### config.mk
export PLATFORM = sky130hd
export DESIGN_NAME = insertion_ordered_int_set
export DESIGN_NICKNAME = d
export VERILOG_FILES = /design/src/design/iois_pkg.sv /design/src/design/iois_cell.sv /design/src/design/insertion_ordered_int_set.sv
export SDC_FILE = /design/constraint.sdc
export NUM_CORES = 2
export LEC_CHECK = 0
export BUFFER_PORTS_ARGS = -buffer_cell sky130_fd_sc_hd__buf_2
export CORE_UTILIZATION = 50
export DETAILED_ROUTE_END_ITERATION = 8
export GPL_ROUTABILITY_DRIVEN = 0
export HOLD_SLACK_MARGIN = 0.08
export PLACE_DENSITY = 0.68
export SYNTH_ARGS = -nofsm -noshare
export SYNTH_HDL_FRONTEND = slang
export SYNTH_HIERARCHICAL = 1
export SYNTH_SLANG_ARGS = --single-unit
### constraint.sdc
create_clock -name i_clk -period 12.31 [get_ports i_clk]
set_clock_uncertainty 0.2 [all_clocks]
set_input_delay 1.8465 -clock i_clk [delete_from_list [all_inputs] [get_ports i_clk]]
set_output_delay 1.8465 -clock i_clk [all_outputs]
set_load 0.1 [all_outputs]
### src/design/iois_pkg.sv
// Package for the insertion-ordered integer set.
// Holds the capacity, operation codes and the word and cell control types.
// Used by every module of the block.
package iois_pkg;

    localparam int CAPACITY = 32;
    localparam int CNT_W    = $clog2(CAPACITY + 1);

    localparam logic [1:0] OP_ADD      = 2'd0;
    localparam logic [1:0] OP_REMOVE   = 2'd1;
    localparam logic [1:0] OP_CONTAINS = 2'd2;
    localparam logic [1:0] OP_CLEAR    = 2'd3;

    typedef struct packed {
        logic [1:0]         kind;
        logic signed [31:0] value;
    } t_in_word;

    typedef struct packed {
        logic       ok;
        logic [5:0] count;
    } t_out_word;

    typedef struct packed {
        logic [31:0] key;
        logic        cmp;
        logic        write;
        logic        shift;
    } t_cell_ctrl;

endpackage

### src/design/iois_cell.sv
// One slot of the member row: a stored value and its registered key match.
// Depends on iois_pkg for the cell control type.
module iois_cell
    import iois_pkg::*;
(
    input  logic        i_clk,
    input  t_cell_ctrl  i_ctrl,
    input  logic        i_occupied,
    input  logic        i_tail,
    input  logic [31:0] i_next_value,
    input  logic        i_seen,
    output logic [31:0] o_value,
    output logic        o_seen
);

    logic [31:0] r_value;
    logic        r_match;

    always_ff @(posedge i_clk) begin
        if (i_ctrl.cmp) begin
            r_match <= i_occupied && (r_value == i_ctrl.key);
        end
        if (i_ctrl.write && i_tail) begin
            r_value <= i_ctrl.key;
        end else if (i_ctrl.shift && o_seen) begin
            r_value <= i_next_value;
        end
    end

    assign o_seen  = i_seen | r_match;
    assign o_value = r_value;

endmodule

### src/design/insertion_ordered_int_set.sv
// Insertion-ordered set of distinct 32-bit integers built from a row of cells.
// An accepted word passes through a compare step, then a commit step, before its result is registered.
// A new word is accepted only in the idle state, once the previous word has committed.
// A stalled result holds the commit step until the output register is free.
// Reset is synchronous and active low; it empties the set and drops all valids.
// Stored values are not cleared; slots at or above the count never report a match.
module insertion_ordered_int_set
    import iois_pkg::*;
(
    input  logic      i_clk,
    input  logic      i_rst_n,
    input  logic      i_in_valid,
    output logic      o_in_ready,
    input  t_in_word  i_in_word,
    output logic      o_out_valid,
    input  logic      i_out_ready,
    output t_out_word o_out_word
);

    localparam logic [1:0] ST_IDLE   = 2'd0;
    localparam logic [1:0] ST_CMP    = 2'd1;
    localparam logic [1:0] ST_COMMIT = 2'd2;

    logic [1:0]       r_state, n_state;
    logic [1:0]       r_kind;
    logic [31:0]      r_key;
    logic [CNT_W-1:0] r_count, n_count;
    logic             r_out_valid;
    t_out_word        r_out_word;

    t_cell_ctrl       cell_ctrl;
    logic [31:0]      cell_value [CAPACITY];
    logic [31:0]      cell_next  [CAPACITY];
    logic [CAPACITY:0] seen_chain;
    logic             found, full, commit, ok;

    assign seen_chain[0] = 1'b0;
    assign found         = seen_chain[CAPACITY];
    assign full          = (r_count == CNT_W'(CAPACITY));
    assign commit        = (r_state == ST_COMMIT) && (!r_out_valid || i_out_ready);

    genvar g;
    generate
        for (g = 0; g < CAPACITY; g++) begin : g_cell
            if (g == CAPACITY - 1) begin : g_last
                assign cell_next[g] = cell_value[g];
            end else begin : g_mid
                assign cell_next[g] = cell_value[g + 1];
            end
            iois_cell u_cell (
                .i_clk        (i_clk),
                .i_ctrl       (cell_ctrl),
                .i_occupied   (CNT_W'(g) < r_count),
                .i_tail       (CNT_W'(g) == r_count),
                .i_next_value (cell_next[g]),
                .i_seen       (seen_chain[g]),
                .o_value      (cell_value[g]),
                .o_seen       (seen_chain[g + 1])
            );
        end
    endgenerate

    always_comb begin
        ok      = 1'b0;
        n_count = r_count;
        cell_ctrl.key   = r_key;
        cell_ctrl.cmp   = (r_state == ST_CMP);
        cell_ctrl.write = 1'b0;
        cell_ctrl.shift = 1'b0;
        case (r_kind)
            OP_ADD: begin
                ok = !full && !found;
                if (ok) begin
                    n_count = r_count + CNT_W'(1);
                end
                cell_ctrl.write = commit && ok;
            end
            OP_REMOVE: begin
                ok = found;
                if (ok) begin
                    n_count = r_count - CNT_W'(1);
                end
                cell_ctrl.shift = commit && ok;
            end
            OP_CONTAINS: begin
                ok = found;
            end
            OP_CLEAR: begin
                ok      = 1'b1;
                n_count = '0;
            end
            default: begin
                ok = 1'b0;
            end
        endcase
    end

    always_comb begin
        n_state = r_state;
        case (r_state)
            ST_IDLE: begin
                if (i_in_valid) begin
                    n_state = ST_CMP;
                end
            end
            ST_CMP: begin
                n_state = ST_COMMIT;
            end
            ST_COMMIT: begin
                if (commit) begin
                    n_state = ST_IDLE;
                end
            end
            default: begin
                n_state = ST_IDLE;
            end
        endcase
    end

    always_ff @(posedge i_clk) begin
        if (!i_rst_n) begin
            r_state     <= ST_IDLE;
            r_count     <= '0;
            r_out_valid <= 1'b0;
        end else begin
            r_state <= n_state;
            if (commit) begin
                r_count     <= n_count;
                r_out_valid <= 1'b1;
            end else if (i_out_ready) begin
                r_out_valid <= 1'b0;
            end
        end
    end

    always_ff @(posedge i_clk) begin
        if ((r_state == ST_IDLE) && i_in_valid) begin
            r_kind <= i_in_word.kind;
            r_key  <= i_in_word.value;
        end
        if (commit) begin
            r_out_word.ok    <= ok;
            r_out_word.count <= 6'(n_count);
        end
    end

    assign o_in_ready  = (r_state == ST_IDLE);
    assign o_out_valid = r_out_valid;
    assign o_out_word  = r_out_word;

endmodule

======== Word level (Yosys, flattened, before mapping) ========
Index checks and enable logic that the tools add are counted.
storage, ports and cells
  logic and storage cells ................. 421
  register bits ........................... 1106
  output and inout bits ................... 9
  bits of input ports ..................... 38
operators by class
  bitwise operators ....................... 31
  mux-type cells .......................... 73
  equality and inequality tests ........... 71
  add/subtract/negate cells ............... 2
  $lt $le $gt $ge ......................... 32
  reduce and logical (&&, ||, !) cells .... 141
operators with widths
  operator                                             count
  two-way mux 32 bit                                   62
  equality test 32 bit                                 32
  logical AND 1 bit                                    100
  equality test 5 x 6 -> 1 bit, first input constant   16
  < comparator 5 x 6 -> 1 bit, first input constant    16
  nonzero test 2 bit                                   32
  equality test 4 x 6 -> 1 bit, first input constant   8
  < comparator 4 x 6 -> 1 bit, first input constant    8
  bitwise OR 1 bit                                     31
  equality test 3 x 6 -> 1 bit, first input constant   4
  < comparator 3 x 6 -> 1 bit, first input constant    4
  one-hot mux 6 bit (3 select lines)                   1
  equality test 2 x 6 -> 1 bit, first input constant   2
  < comparator 1 x 6 -> 1 bit, first input constant    2
  < comparator 2 x 6 -> 1 bit, first input constant    2
  two-way mux 6 bit                                    2
  adder 6 x 1 -> 6 bit, second input constant          1
  equality test 1 x 6 -> 1 bit, first input constant   1
  equality test 2 bit, second input constant           3
  equality test 6 bit, second input constant           1
  zero test 6 bit                                      1
  one-hot mux 2 bit (3 select lines)                   1
  subtractor 6 x 1 -> 6 bit, second input constant     1
  equality test 2 x 1 -> 1 bit, second input constant  2
  other kinds (9)                                      17

======== Logic depth before layout (Yosys ltp) ========
  depth in word-level cells ............... 37
  mapped depth ............................ 38
  depth with buffers taken out ............ 36

======== Modules after synthesis ========
The synthesis kept the hierarchy.
by module, submodules not included
  module                     seq. area each (sq um)  area an instance (sq um)  times used  cells each
  iois_cell                  991.0                   1739.2                    32          116
  insertion_ordered_int_set  1411.4                  2573.7                    1           261

======== Worst setup path after synthesis ========
No wires, ideal clock.
  path type ............................... register to register
  start point ............................. register g_cell[0].u_cell.r_match
  end point ............................... register g_cell[0].u_cell.r_value[0], enable pin
  path slack .............................. -0.225 ns
  cell stages (with the launch flop) ...... 39
  arrival time ............................ 11.945 ns
  period minus slack after synthesis ...... 12.535 ns
  data required time ...................... 11.721 ns
  path buffers ............................ 2
  library setup time ...................... 0.389 ns
  cells stage by stage .................... edfxtp_1 -> or2_2 -> or2_2 -> or2_2 -> or2_2 -> or2_2 -> or2_2 -> or2_2 -> or2_2 -> or2_2 -> or2_2 -> or2_2 -> or2_2 -> or2_2 -> or2_2 -> or2_2 -> or2_2 -> or2_2 -> [3 not listed] -> or2_2 -> or2_2 -> or2_2 -> or2_2 -> or2_2 -> or2_2 -> or2_2 -> or2_2 -> or2_2 -> or2_2 -> or2_2 -> or2_2 -> buf_2 -> a211o_1 -> nor2_1 -> nand2_1 -> buf_2 -> nand2_1
RTL lines
  what                    line             text
  from (decl)             iois_cell.sv:17  logic r_match;
  from (signal assigned)  iois_cell.sv:21  r_match <= i_occupied && (r_value == i_ctrl.key);
  to (signal assigned)    iois_cell.sv:24  r_value <= i_ctrl.key;
  to (signal assigned)    iois_cell.sv:26  r_value <= i_next_value;
  to (decl)               iois_cell.sv:16  logic [31:0] r_value;

==> results.md <==
- Crit-path max cell delay: 360 ps
- Synth Instances: 3973
- Fin crit period: 11930 ps
- Worst VDD drop: 0.126 mV
- Synth-to-layout area growth: 11.1%
- Vias/cell: 5.68
- Root Buffer: clkbuf_16
- Final instance area: 64700 sq um
- Combinational share of power: 5.6%
- TNS Setup: 0 ps
- P_int: 6.17 mW
- Setup slack at placement: 466 ps
- Slowest stage cell, crit path: edfxtp_1
- Area after DPL: 61100 sq um
- Sw frac: 22.6%
- Measured slew at the worst slew-check pin: 1080 ps
- Post-DRT Antenna Nets: 0
- Distinct cells, synth: 47
- Number of global-route vias before repair: 33800
- Avg WL per Cell: 23.4 microns
- WP data required: 12560 ps
- Routed met1 length: 60300 microns
- GRT Overall Usage: 23.0%
- PwrDens: 123 nW/um^2
- H-tree depth: 3
- Initial Util: 50.6%
- HPWL Detailed: 93000 microns
- Crit share post-route: 96.9%
- Cell taking the most area after synthesis: edfxtp_1
- Die Ht: 343 microns
- Core Region: 115000 sq um
- Outcome: finished clean
- Drt first pass iters: 5
- Routed WL: 135000 microns
- Switching power: 1.80 mW
- Critical path endpoint category: flop
- Mux share of post-synthesis cell area: 19.8%
- Fmax achieved: 0.0838 GHz
- Post-cts gate resize count: 0
- CP arrival: 12180 ps
- Critical path class: reg2reg
- Clock network power share: 42.6%
- Finished Layout Cells: 5767
- Final Worst Setup Slack: 384 ps
- Number of flops mapped to enable cells by yosys: 1097
- Fin. Hold Viols: 0
- Fraction of layout cells with a size suffix above 1: 33.7%
- Synth Area in Compound Gates: 0.597%
- Die Area: 118000 sq um
- Worst Hold Class: reg2reg
- Sequential Power Share: 51.8%
- Cts bufs inserted: 117
- I/O pin count: 47
- Placed insts: 5557
- WHS: 380 ps
- Buffers on Ports: 46
- Top FF cell, synth: edfxtp_1
- DR top layer: met5
- RSZ-0062 raised after global routing: false
- Most common cell on crit path: or2_2
- Largest fanout on the critical path: 27
- Register area share after synthesis: 56.9%
- Hold-fix buffers, CTS: 0
- Synth Area in XOR/XNOR: 15.4%
- Metal3 WL: 8180 microns
- Syn Nets: 4021
- Largest family of logic cells by synthesized area: multiplexers
- Initial DRC Count: 2339
- Via count: 32800
- Pins over their slew limit: 0
- Final setup fails: 0
- TritonCTS clock tree: yes
- Initial antenna violation count: 2
- # Max-Cap Violations: 0
- Global-route wire length before repair: 208000 microns
- Rows: 124
- Rel. slew slack: 27.8%
- Area fraction of the dominant cell type after synthesis: 56.6%
- Die width: 343 microns
- Overflow after GRT: 0
- Largest net degree at the start of global routing: 65
- Area contributors post-synth: edfxtp_1, mux2_2, xor2_1
- Count of warnings emitted by yosys: 6
- Adder-cell share of the synthesized area: 0.215%
- Clk slew on worst S/H paths: 60 ps
- Top post-synthesis cells by count: edfxtp_1, mux2_2, xor2_1
- Synthesized flop and latch total: 1106
- Clk_lat worst skew: 740 ps
- Postcts setup bufs: 0
- Detailed-route DRC error count: 0
- Routed wl met2: 63600 microns
- FFs w/ async S/R, synth: 0%
- Synth Area in Simple Gates: 6.05%
- Top-count cell post-synth: edfxtp_1
- Leakage: 18.1 nW
- Critical Path Source Type: flop
- Nets: 4212
- Clock Sinks: 1106
- Post-synthesis average cell area: 14.7 sq um
- Area of the mapped netlist: 58200 sq um
- Clock tree buffer depth: 3
==> through the flow <==
stage                     util [%]  total power [mW]
after floorplan                  -              4.49
after global placement        53.1              4.65
after detailed placement      53.1              4.65
after CTS                     56.3              8.03
after global routing          56.3              8.21
final                         56.3              7.97
==> cell families after synthesis <==
family | Yosys count
flip-flops | 1106
multiplexers | 1025
XOR/XNOR | 1024
AND/OR/NAND/NOR | 628
buffers and inverters | 125
AO/OA/AOI/OAI | 54
adder cells (fa/ha/maj) | 10
other | 1
==> metal layers <==
metal	vias up	track usage, %
met3	192	5.08
met4	4	5.79
li1	15400	-
met1	16400	31.3
met5	-	0
met2	825	37.4
==> placed cells by master, fill, tap and decap left out, types with 28 or more instances in the layout <==
master,count
edfxtp_1,1097
mux2_2,1025
xor2_1,992
nor4_1,224
nand2_1,121
clkbuf_16,119
buf_4,119
nand3_1,68
buf_2,46
nor3_1,42
nor2_1,39
or2_2,33
nand4_1,32
xnor2_1,32
nor3_2,32
clkinv_1,29
clkbuf_1,28
==> cell type report <==
cell class | count | area (sq um)
fill | 9191 | 50300
clock buffer | 150 | 3120
timing repair buffer | 183 | 1480
tap | 1512 | 1890
multi-input combinational | 2742 | 24500
inverter | 14 | 52.6
clock inverter | 58 | 509
sequential | 1106 | 33100
antenna | 2 | 5.00
==> power groups by stage <==
stage	combinational, mW	sequential, mW	clock [mW]
2_1_floorplan	0.184	4.31	0
3_5_place_dp	0.442	4.21	0
3_3_place_gp	0.434	4.21	0
4_1_cts	0.444	4.13	3.46
5_1_grt	0.481	4.13	3.60
6_report	0.445	4.13	3.40
==> worst paths after layout <==
| kind | from | endpoint | slack (ps) | cells past startpoint |
|---|---|---|---|---|
| hold / removal | o_out_valid$_SDFFE_PN0P_ | o_out_valid$_SDFFE_PN0P_ | 380 | 2 |
| setup / recovery | g_cell[0].u_cell/r_match$_DFFE_PP_ | g_cell[12].u_cell/o_value[26]$_DFFE_PP_ | 380 | 38 |
| hold reg to reg | o_out_valid$_SDFFE_PN0P_ | o_out_valid$_SDFFE_PN0P_ | 380 | 2 |
| setup reg to reg | g_cell[0].u_cell/r_match$_DFFE_PP_ | g_cell[12].u_cell/o_value[26]$_DFFE_PP_ | 380 | 38 |
==> state kept, by name, summed over array words and instances (netlist names) <==
| name | count |
|---|---|
| r_state | 2 |
| g_cell.u_cell/r_match | 32 |
| r_kind | 2 |
| r_count | 6 |
| o_out_valid | 1 |
| g_cell.u_cell/o_value | 1024 |
| r_key | 32 |
| o_out_word | 7 |
==> worst max-delay path, delay by kind of cell (launching register included) <==
family / cells / cell delay, ps
compound gates: 1 / 340
mux: 1 / 320
buf+inv: 2 / 530
flops: 1 / 360
simple gates: 34 / 9870
Power figures use the tool's default switching activity.
